$ cat src/rtl/rpa_pkg.sv
// Shared types and constants for the RGB point adjust block.
package rpa_pkg;

  // Operating modes held in the mode register.
  typedef enum logic [1:0] {
    MODE_OFFSET   = 2'd0,
    MODE_CONTRAST = 2'd1,
    MODE_NEGATE   = 2'd2
  } op_mode_t;

  // Configuration register indexes.
  localparam logic [2:0] REG_OP_MODE        = 3'd0;
  localparam logic [2:0] REG_OFFSET_RED     = 3'd1;
  localparam logic [2:0] REG_OFFSET_GREEN   = 3'd2;
  localparam logic [2:0] REG_OFFSET_BLUE    = 3'd3;
  localparam logic [2:0] REG_CONTRAST_LEVEL = 3'd4;

  // Channel full scale, and the divisor 255^2 with its rounding half.
  localparam int CHAN_MAX     = 255;
  localparam int GAIN_DIVISOR = 65025;
  localparam int GAIN_ROUND   = 32512;

endpackage

$ cat src/rtl/rgb_point_adjust.sv
// RGB point adjust top level: offset, contrast and negative per pixel.
// A pixel passes through the input register, then the result register.
// Throughput: one pixel per cycle while the result side is not stalled, except
// after a contrast level write: the gain is then derived by a series reciprocal,
// during which no pixel or configuration request is taken.
// Reset (synchronous, rst high): control registers clear to zero, gain to unity.
module rgb_point_adjust #(
  parameter int GAIN_FRAC_BITS = 16
) (
  input  logic       clk,
  input  logic       rst,
  input  logic       cfg_valid,
  output logic       cfg_ready,
  input  logic [2:0] cfg_index,
  input  logic [8:0] cfg_data,
  input  logic       pix_valid,
  output logic       pix_ready,
  input  logic [7:0] red_in,
  input  logic [7:0] green_in,
  input  logic [7:0] blue_in,
  output logic       res_valid,
  input  logic       res_ready,
  output logic [7:0] red_out,
  output logic [7:0] green_out,
  output logic [7:0] blue_out
);

  // Gain width (Q3.F), dividend, term product, quotient, limit and product widths.
  localparam int GW = GAIN_FRAC_BITS + 3;
  localparam int DW = GAIN_FRAC_BITS + 19;
  localparam int TW = DW + 9;
  localparam int QW = GW + 1;
  localparam int LW = GW + 17;
  localparam int PW = GW + 11;
  localparam int GAIN_TERMS = 4;
  localparam logic [GW-1:0] GAIN_UNITY = GW'(1) << GAIN_FRAC_BITS;

  // Configuration registers.
  rpa_pkg::op_mode_t op_mode;
  logic signed [8:0] offset_red;
  logic signed [8:0] offset_green;
  logic signed [8:0] offset_blue;
  logic [GW-1:0]     contrast_gain;

  // Gain derivation state.
  logic          busy;
  logic [2:0]    gain_step;
  logic [DW-1:0] gain_dividend;
  logic [DW-1:0] gain_term;
  logic [DW-1:0] gain_sum;
  logic [GW-1:0] gain_quot;
  logic [LW-1:0] gain_limit;

  // Pipeline stage registers.
  logic       s1_valid;
  logic [7:0] s1_red;
  logic [7:0] s1_green;
  logic [7:0] s1_blue;

  logic cfg_write;
  logic pix_take;
  logic res_free;
  logic s1_ready;

  assign cfg_ready = !busy;
  assign cfg_write = cfg_valid && cfg_ready;
  assign res_free  = !res_valid || res_ready;
  assign s1_ready  = !s1_valid || res_free;
  assign pix_ready = s1_ready && !busy;
  assign pix_take  = pix_valid && pix_ready;

  // Squared base for the gain, (255 + L)^2, from the written level.
  logic signed [9:0]  level_base;
  logic signed [19:0] level_sq;
  logic [DW-1:0]      dividend_start;

  assign level_base     = 10'sd255 + 10'($signed(cfg_data));
  assign level_sq       = level_base * level_base;
  assign dividend_start = (DW'(level_sq[17:0]) << GAIN_FRAC_BITS)
                          + DW'(rpa_pkg::GAIN_ROUND);

  // Division by 255^2 as a series: 1/65025 = 2^-16 * (1 + e + e^2 + ...) with
  // e = 511 / 2^16. Each term is the previous one times e, floored, so the
  // estimate never exceeds the true quotient and falls short by at most one.
  logic [TW-1:0] term_mul;
  logic [DW-1:0] term_next;
  logic [DW-1:0] sum_next;
  logic [GW-1:0] quot_est;
  logic [QW-1:0] quot_inc;
  logic [LW-1:0] limit_next;

  always_comb begin
    term_mul   = {gain_term, 9'b0} - TW'(gain_term);
    term_next  = {7'b0, term_mul[TW-1:16]};
    sum_next   = gain_sum + term_next;
    quot_est   = gain_sum[GW+15:16];
    quot_inc   = {1'b0, quot_est} + QW'(1);
    // The limit (q + 1) * 65025 uses 65025 = 2^16 - 2^9 + 1.
    limit_next = {quot_inc, 16'b0} - LW'({quot_inc, 9'b0}) + LW'(quot_inc);
  end

  // Configuration registers and the gain derivation.
  always_ff @(posedge clk) begin
    if (rst) begin
      op_mode       <= rpa_pkg::MODE_OFFSET;
      offset_red    <= '0;
      offset_green  <= '0;
      offset_blue   <= '0;
      contrast_gain <= GAIN_UNITY;
      busy          <= 1'b0;
      gain_step     <= '0;
      gain_dividend <= '0;
      gain_term     <= '0;
      gain_sum      <= '0;
      gain_quot     <= '0;
      gain_limit    <= '0;
    end else if (busy) begin
      if (gain_step < 3'(GAIN_TERMS)) begin
        gain_term <= term_next;
        gain_sum  <= sum_next;
        gain_step <= gain_step + 3'd1;
      end else if (gain_step == 3'(GAIN_TERMS)) begin
        gain_quot  <= quot_est;
        gain_limit <= limit_next;
        gain_step  <= gain_step + 3'd1;
      end else begin
        // One correction step brings the estimate to the exact quotient.
        contrast_gain <= (LW'(gain_dividend) >= gain_limit) ? gain_quot + GW'(1)
                                                            : gain_quot;
        busy          <= 1'b0;
        gain_step     <= '0;
      end
    end else if (cfg_write) begin
      case (cfg_index)
        rpa_pkg::REG_OP_MODE:      op_mode <= rpa_pkg::op_mode_t'(cfg_data[1:0]);
        rpa_pkg::REG_OFFSET_RED:   offset_red <= $signed(cfg_data);
        rpa_pkg::REG_OFFSET_GREEN: offset_green <= $signed(cfg_data);
        rpa_pkg::REG_OFFSET_BLUE:  offset_blue <= $signed(cfg_data);
        rpa_pkg::REG_CONTRAST_LEVEL: begin
          busy          <= 1'b1;
          gain_step     <= '0;
          gain_dividend <= dividend_start;
          gain_term     <= dividend_start;
          gain_sum      <= dividend_start;
        end
        default: ;
      endcase
    end
  end

  // Offset channel: add the signed offset and saturate.
  function automatic logic [7:0] offset_chan(input logic [7:0] p,
                                             input logic signed [8:0] off);
    logic signed [9:0] sum;
    sum = $signed({2'b00, p}) + 10'(off);
    if (sum < 0) begin
      offset_chan = 8'd0;
    end else if (sum > 10'sd255) begin
      offset_chan = 8'(rpa_pkg::CHAN_MAX);
    end else begin
      offset_chan = sum[7:0];
    end
  endfunction

  // Contrast channel: scale about mid-grey by the gain and saturate.
  function automatic logic [7:0] contrast_chan(input logic [7:0] p,
                                               input logic [GW-1:0] gain);
    logic signed [9:0]    centred;
    logic signed [PW-1:0] num;
    logic [PW-1:0]        scaled;
    centred = $signed({1'b0, p, 1'b0}) - 10'sd255;
    num     = PW'(centred) * $signed(PW'({1'b0, gain}))
              + (PW'(rpa_pkg::CHAN_MAX) <<< GAIN_FRAC_BITS);
    scaled  = PW'(num) >> (GAIN_FRAC_BITS + 1);
    if (num < 0) begin
      contrast_chan = 8'd0;
    end else if (scaled > PW'(rpa_pkg::CHAN_MAX)) begin
      contrast_chan = 8'(rpa_pkg::CHAN_MAX);
    end else begin
      contrast_chan = scaled[7:0];
    end
  endfunction

  // Result selection by mode.
  logic [7:0] red_next;
  logic [7:0] green_next;
  logic [7:0] blue_next;

  always_comb begin
    case (op_mode)
      rpa_pkg::MODE_OFFSET: begin
        red_next   = offset_chan(s1_red, offset_red);
        green_next = offset_chan(s1_green, offset_green);
        blue_next  = offset_chan(s1_blue, offset_blue);
      end
      rpa_pkg::MODE_CONTRAST: begin
        red_next   = contrast_chan(s1_red, contrast_gain);
        green_next = contrast_chan(s1_green, contrast_gain);
        blue_next  = contrast_chan(s1_blue, contrast_gain);
      end
      rpa_pkg::MODE_NEGATE: begin
        red_next   = ~s1_red;
        green_next = ~s1_green;
        blue_next  = ~s1_blue;
      end
      default: begin
        red_next   = s1_red;
        green_next = s1_green;
        blue_next  = s1_blue;
      end
    endcase
  end

  // Input register stage.
  always_ff @(posedge clk) begin
    if (rst) begin
      s1_valid <= 1'b0;
    end else if (s1_ready) begin
      s1_valid <= pix_take;
    end
  end

  always_ff @(posedge clk) begin
    if (pix_take) begin
      s1_red   <= red_in;
      s1_green <= green_in;
      s1_blue  <= blue_in;
    end
  end

  // Result register stage.
  always_ff @(posedge clk) begin
    if (rst) begin
      res_valid <= 1'b0;
    end else if (res_free) begin
      res_valid <= s1_valid;
    end
  end

  always_ff @(posedge clk) begin
    if (res_free && s1_valid) begin
      red_out   <= red_next;
      green_out <= green_next;
      blue_out  <= blue_next;
    end
  end

  // No pixel request is taken while the gain is being derived.
  assert property (@(posedge clk) disable iff (rst) busy |-> !pix_ready)
    else $error("pixel accepted while gain derivation busy");

  // The derivation starts only on a contrast level write.
  assert property (@(posedge clk) disable iff (rst)
    $rose(busy) |-> $past(cfg_write && cfg_index == rpa_pkg::REG_CONTRAST_LEVEL))
    else $error("gain derivation started without a contrast level write");

  // The step counter rests at zero whenever the derivation is idle.
  assert property (@(posedge clk) disable iff (rst) !busy |-> gain_step == '0)
    else $error("gain step counter not cleared when idle");

  // Reset leaves the gain at unity.
  assert property (@(posedge clk) $past(rst) |-> contrast_gain == GAIN_UNITY)
    else $error("gain not unity after reset");

endmodule

$ cat config.mk
export PLATFORM = sky130hd
export DESIGN_NAME = rgb_point_adjust
export DESIGN_NICKNAME = d
export VERILOG_FILES = /design/src/rtl/rpa_pkg.sv /design/src/rtl/rgb_point_adjust.sv
export SDC_FILE = /design/constraint.sdc
export NUM_CORES = 2
export LEC_CHECK = 0
export BUFFER_PORTS_ARGS = -buffer_cell sky130_fd_sc_hd__buf_2
export CORE_MARGIN = 3
export CORE_UTILIZATION = 40
export DETAILED_ROUTE_END_ITERATION = 8
export MAX_ROUTING_LAYER = met4
export PLACE_DENSITY_LB_ADDON = 0.05
export SYNTH_ARGS = -nofsm -noshare
export SYNTH_HDL_FRONTEND = slang
export SYNTH_SLANG_ARGS = --single-unit
$ cat constraint.sdc
create_clock -name clk -period 11.7 [get_ports clk]
set_input_delay 0.585 -clock clk [delete_from_list [all_inputs] [get_ports clk]]
set_output_delay 0.585 -clock clk [all_outputs]
set_load 0.05 [all_outputs]
==> report_table.html <==
<table>
<tr><th>Metric</th><th>Value</th></tr>
<tr><th colspan="2">Status</th></tr>
<tr><td>Status</td><td>finished clean</td></tr>
<tr><th colspan="2">Final layout</th></tr>
<tr><td>Post-layout nets</td><td>5312</td></tr>
<tr><td>Total non-filler cell area in the finished layout</td><td>39500 sq um</td></tr>
<tr><td>Most frequent cells in the layout</td><td>sky130_fd_sc_hd__inv_1, sky130_fd_sc_hd__nand2_1, sky130_fd_sc_hd__fa_1</td></tr>
<tr><td>Most common cell after layout, fill and taps aside</td><td>sky130_fd_sc_hd__inv_1</td></tr>
<tr><td>Sequential cell area</td><td>5370 sq um</td></tr>
<tr><td>Synthesis-to-finish area growth</td><td>7.80%</td></tr>
<tr><td>Final standard cell utilization of the core</td><td>43.7%</td></tr>
<tr><td>Non-Filler Instances</td><td>5541</td></tr>
<tr><td>Area taken by multi-input logic gates</td><td>27600 sq um</td></tr>
<tr><td>Fillcell total</td><td>9217</td></tr>
<tr><td>Ratio of cells with drive above 1 in the final layout</td><td>5.96%</td></tr>
<tr><th colspan="2">Floorplan</th></tr>
<tr><td>Initial Util</td><td>40.5%</td></tr>
<tr><td>Height of the die</td><td>309 um</td></tr>
<tr><td>Die W</td><td>309 um</td></tr>
<tr><td>Standard cell core area</td><td>90400 sq um</td></tr>
<tr><td>Top Ports</td><td>68</td></tr>
<tr><td>Number of rows created at floorplan</td><td>110</td></tr>
<tr><td>Area enclosed by the die boundary</td><td>95200 sq um</td></tr>
<tr><th colspan="2">Timing</th></tr>
<tr><td>Fmax</td><td>0.141 GHz</td></tr>
<tr><td>Number of max-slew violations in the final report</td><td>0</td></tr>
<tr><td>RSZ-0062 raised after global routing</td><td>false</td></tr>
<tr><td>Final worst clock skew</td><td>0.0185 ns</td></tr>
<tr><td>Final setup slack of the worst path</td><td>4.59 ns</td></tr>
<tr><td>Slew at the pin closest to its max-slew limit</td><td>1.21 ns</td></tr>
<tr><td>Setup_tns</td><td>0 ns</td></tr>
<tr><td>Max-slew headroom</td><td>18.6%</td></tr>
<tr><td>Final period demand of the worst path</td><td>7.11 ns</td></tr>
<tr><td>Final worst path period share</td><td>60.7%</td></tr>
<tr><td>Count of final hold-check violations</td><td>0</td></tr>
<tr><td>Final setup fails</td><td>0</td></tr>
<tr><td>Final Hold Slack</td><td>0.146 ns</td></tr>
<tr><th colspan="2">Synth</th></tr>
<tr><td>Share of synthesized flip-flops with an asynchronous set or reset</td><td>0%</td></tr>
<tr><td>Number of warning messages in the yosys log</td><td>0</td></tr>
<tr><td>EDFF count, synth</td><td>48</td></tr>
<tr><td>Synth top area cells</td><td>sky130_fd_sc_hd__fa_1, sky130_fd_sc_hd__ha_1, sky130_fd_sc_hd__dfxtp_1</td></tr>
<tr><td>Instance count of the mapped netlist</td><td>4363</td></tr>
<tr><td>Post-synthesis sequential element count</td><td>244</td></tr>
<tr><td>Mean post-synth cell area</td><td>8.40 sq um</td></tr>
<tr><td>Number of library cell types mapped by synthesis</td><td>94</td></tr>
<tr><td>Cell type contributing the most total cell area after synthesis</td><td>sky130_fd_sc_hd__fa_1</td></tr>
<tr><td>Mapped Area</td><td>36600 sq um</td></tr>
<tr><td>Sequential cell area fraction in the yosys report</td><td>14.6%</td></tr>
<tr><td>Fraction of post-synthesis cell area in the top cell type by area</td><td>26.2%</td></tr>
<tr><td>Most common flop cell mapped by yosys</td><td>sky130_fd_sc_hd__dfxtp_1</td></tr>
<tr><th colspan="2">Pwr</th></tr>
<tr><td>Comb power frac</td><td>59.8%</td></tr>
<tr><td>Cell Int Power</td><td>2.92 mW</td></tr>
<tr><td>Worst-case vdd ir drop</td><td>0.128 mV</td></tr>
<tr><td>Total power after layout</td><td>5.35 mW</td></tr>
<tr><td>Fraction of power spent switching nets</td><td>45.5%</td></tr>
<tr><td>Leakage power summed over all cells</td><td>19.5 nW</td></tr>
<tr><td>Power density cells</td><td>136 nW/um^2</td></tr>
<tr><td>Proportion of power drawn by flip-flops and latches</td><td>18.2%</td></tr>
<tr><td>Clock network power share</td><td>22.0%</td></tr>
<tr><td>Switch Pwr</td><td>2.43 mW</td></tr>
<tr><th colspan="2">Place</th></tr>
<tr><td>Last weighted congestion value of the routability-driven placer</td><td>0.836</td></tr>
<tr><td>Post-DP Area</td><td>38200 sq um</td></tr>
<tr><td>Sum of net half-perimeters after detailed placement</td><td>82400 um</td></tr>
<tr><td>Post-Place Cells</td><td>5482</td></tr>
<tr><td>Pre-CTS setup slack</td><td>4.48 ns</td></tr>
<tr><td>Buffers added on ports</td><td>67</td></tr>
<tr><th colspan="2">Worst setup path</th></tr>
<tr><td>Number of cell instances on the worst register-to-register path</td><td>22</td></tr>
<tr><td>Startpoint of the worst-slack reg-to-reg timing path</td><td>s1_green[7]$_DFFE_PP_</td></tr>
<tr><td>Data required, critical path</td><td>12.17 ns</td></tr>
<tr><td>WS Path Type</td><td>reg2reg</td></tr>
<tr><td>Kind of capture point of the worst setup path</td><td>flip-flop</td></tr>
<tr><td>Maximum net fanout on the critical path</td><td>29</td></tr>
<tr><td>R2R Setup Slk</td><td>4.59 ns</td></tr>
<tr><td>Critical path, cell by cell</td><td>buf_4 -&gt; inv_1 -&gt; nand2_1 -&gt; fa_1 -&gt; fa_1 -&gt; inv_1 -&gt; fa_1 -&gt; fa_1 -&gt; inv_1 -&gt; fa_1 -&gt; inv_1 -&gt; ha_1 -&gt; nand4_1 -&gt; nor3_1 -&gt; a211oi_1 -&gt; a21oi_1 -&gt; a221oi_2 -&gt; a21o_1 -&gt; a21boi_0 -&gt; o22ai_1 -&gt; nor3_1 -&gt; nor2_1</td></tr>
<tr><td>Cell with the largest stage delay on the worst path</td><td>sky130_fd_sc_hd__fa_1</td></tr>
<tr><td>Most numerous cell on the critical path</td><td>sky130_fd_sc_hd__fa_1</td></tr>
<tr><td>Family with the most delay on the worst path</td><td>adder cells</td></tr>
<tr><td>Reg2reg end</td><td>green_out[3]$_DFFE_PP_</td></tr>
<tr><td>Critical path data arrival time</td><td>7.57 ns</td></tr>
<tr><td>Slowest Stage Delay on Critical Path</td><td>0.57 ns</td></tr>
<tr><td>Crit start category</td><td>flip-flop</td></tr>
<tr><td>Crit path buf inv count</td><td>5</td></tr>
<tr><th colspan="2">Min path</th></tr>
<tr><td>End of the worst hold path</td><td>s1_red[5]$_DFFE_PP_</td></tr>
<tr><td>Hold Crit Class</td><td>in2reg</td></tr>
<tr><td>Worst Hold Depth</td><td>1</td></tr>
<tr><td>Launch instance of the worst min-delay path</td><td>red_in[5]</td></tr>
<tr><th colspan="2">Routing</th></tr>
<tr><td>Final ANT Viol Nets</td><td>0</td></tr>
<tr><td>Residual DRC</td><td>0</td></tr>
<tr><td>Average wire length per cell after detail routing</td><td>19.2 um</td></tr>
<tr><td>First drt pass iteration count</td><td>8</td></tr>
<tr><td>Routed Wire Length</td><td>107000 um</td></tr>
<tr><td>Via Count</td><td>28.6k</td></tr>
<tr><td>Detailed Route Iter0 Violations</td><td>1432</td></tr>
<tr><td>Number of vias per cell</td><td>5.16</td></tr>
<tr><th colspan="2">GRT</th></tr>
<tr><td>Number of global-route vias before repair</td><td>29.8k</td></tr>
<tr><td>Pin count of the biggest net entering global routing</td><td>127</td></tr>
<tr><td>Total GRT Usage</td><td>23.6%</td></tr>
<tr><td>Met2 Use GR</td><td>39.7%</td></tr>
<tr><td>Global routing met1 resource utilization</td><td>30.4%</td></tr>
<tr><td>Initial antenna violation count</td><td>1</td></tr>
<tr><td>Met3 track utilization from global routing</td><td>2.36%</td></tr>
<tr><td>GRT Residual Overflow</td><td>0</td></tr>
<tr><td>GR peak layer</td><td>met2</td></tr>
<tr><td>Global-route wire length before repair</td><td>171000 um</td></tr>
<tr><th colspan="2">Clock network</th></tr>
<tr><td>CTS tree</td><td>built</td></tr>
<tr><td>Clock Tree Root</td><td>sky130_fd_sc_hd__clkbuf_16</td></tr>
<tr><td>H-tree levels</td><td>1</td></tr>
<tr><td>Max Root-Sink Buffers</td><td>3</td></tr>
<tr><td>Buffers inserted by post-CTS timing repair</td><td>0</td></tr>
<tr><td>Clock transition at the registers of the reported paths</td><td>0.06 ns</td></tr>
<tr><td>Hold_buf cts</td><td>0</td></tr>
<tr><td>TritonCTS Buffers</td><td>31</td></tr>
<tr><td>Count of instances resized after the clock tree is built</td><td>0</td></tr>
<tr><td>Clk sink count</td><td>244</td></tr>
<tr><td>Worst skew pair latency</td><td>0.62 ns</td></tr>
<tr><th colspan="2">Flow run</th></tr>
<tr><td>Reported max-cap violation count</td><td>0</td></tr>
</table>
-- metal layers --
metal	wire (um)	share of wire (%)
met1	48400	45
met2	51300	48
met3	3860	3.6
met4	3070	2.9
met5	0	0
-- power groups by stage --
stage | Clock, mW | Sequential, mW | Combinational (mW)
after global placement | 0 | 0.992 | 3.22
after floorplan | 0 | 0.979 | 2.37
after global routing | 1.24 | 0.979 | 3.59
after detailed placement | 0 | 0.992 | 3.20
after CTS | 1.21 | 0.974 | 3.23
final | 1.18 | 0.975 | 3.20
-- cell families (layout without fill, tap and decap cells) --
kind of cell             count (synthesis)  in the layout  share of synthesized area, %
buffers and inverters                  974            974                          10.0
AO/OA/AOI/OAI                          702            702                          12.4
AND/OR/NAND/NOR                       1293           1293                          16.0
adder cells (fa/ha/maj)                932            932                          41.7
flip-flops                             244            244                          14.6
other                                    2              4                        0.0205
multiplexers                            31             31                         0.871
XOR/XNOR                               185            185                          4.42
-- worst max-delay path by stage --
stage                               start                   endpoint  slack, ns  depth (start not counted)
floorplan                     cfg_data[0]  gain_sum[33]$_SDFFE_PP0P_       5.24                         29
global placement    s1_green[7]$_DFFE_PP_     green_out[1]$_DFFE_PP_       4.56                         22
detailed placement            cfg_data[0]  gain_sum[33]$_SDFFE_PP0P_       4.48                         29
CTS                 s1_green[7]$_DFFE_PP_     green_out[3]$_DFFE_PP_       4.53                         22
global route        s1_green[7]$_DFFE_PP_     green_out[7]$_DFFE_PP_       4.04                         22
finish              s1_green[7]$_DFFE_PP_     green_out[3]$_DFFE_PP_       4.59                         22
-- area by class of cell --
type                    count  share of cell area [%]
well taps                1176                    3.73
diodes                      1                 0.00634
multi-input cells        3146                    69.9
inverters                 785                    7.46
clock inverters            20                   0.947
clock buffers              38                    2.22
repair buffers            131                    2.10
flip-flops and latches    244                    13.6
-- cells in the mapped netlist (26+ instances only) --
cell and n:
sky130_fd_sc_hd__inv_1 784, sky130_fd_sc_hd__nand2_1 585, sky130_fd_sc_hd__fa_1 480, sky130_fd_sc_hd__ha_1 452
sky130_fd_sc_hd__nor2_1 288, sky130_fd_sc_hd__a21oi_1 205, sky130_fd_sc_hd__dfxtp_1 196, sky130_fd_sc_hd__clkbuf_1 173
sky130_fd_sc_hd__o21ai_0 149, sky130_fd_sc_hd__xnor2_1 121, sky130_fd_sc_hd__and2_1 99, sky130_fd_sc_hd__a21o_1 76
sky130_fd_sc_hd__xor2_1 64, sky130_fd_sc_hd__nand3_1 61, sky130_fd_sc_hd__nor3_1 58, sky130_fd_sc_hd__edfxtp_1 48
sky130_fd_sc_hd__a211oi_1 42, sky130_fd_sc_hd__nor2b_1 40, sky130_fd_sc_hd__or2_2 35, sky130_fd_sc_hd__o21a_1 31
sky130_fd_sc_hd__a31oi_1 30, sky130_fd_sc_hd__mux2i_1 29, sky130_fd_sc_hd__and3_1 26
-- flip-flops by register name, indices dropped and copies added (netlist names), 18 cells and up --
| signal | cells |
|---|---|
| gain_dividend | 18 |
| gain_term | 34 |
| gain_quot | 19 |
| gain_limit | 36 |
| contrast_gain | 19 |
| gain_sum | 35 |
-- worst reg2reg max path, stage by stage, from the launching register on --
cell and delay, ns:
sky130_fd_sc_hd__edfxtp_1 0.37, sky130_fd_sc_hd__buf_4 0.25, sky130_fd_sc_hd__inv_1 0.50, sky130_fd_sc_hd__nand2_1 0.16, sky130_fd_sc_hd__fa_1 0.50, sky130_fd_sc_hd__fa_1 0.55, sky130_fd_sc_hd__inv_1 0.06, sky130_fd_sc_hd__fa_1 0.50
sky130_fd_sc_hd__fa_1 0.54, sky130_fd_sc_hd__inv_1 0.05, sky130_fd_sc_hd__fa_1 0.57, sky130_fd_sc_hd__inv_1 0.05, sky130_fd_sc_hd__ha_1 0.28, sky130_fd_sc_hd__nand4_1 0.14, sky130_fd_sc_hd__nor3_1 0.07, sky130_fd_sc_hd__a211oi_1 0.42
sky130_fd_sc_hd__a21oi_1 0.30, sky130_fd_sc_hd__a221oi_2 0.47, sky130_fd_sc_hd__a21o_1 0.23, sky130_fd_sc_hd__a21boi_0 0.10, sky130_fd_sc_hd__o22ai_1 0.55, sky130_fd_sc_hd__nor3_1 0.14, sky130_fd_sc_hd__nor2_1 0.15
Note: power is estimated with default switching activity, not from simulation.
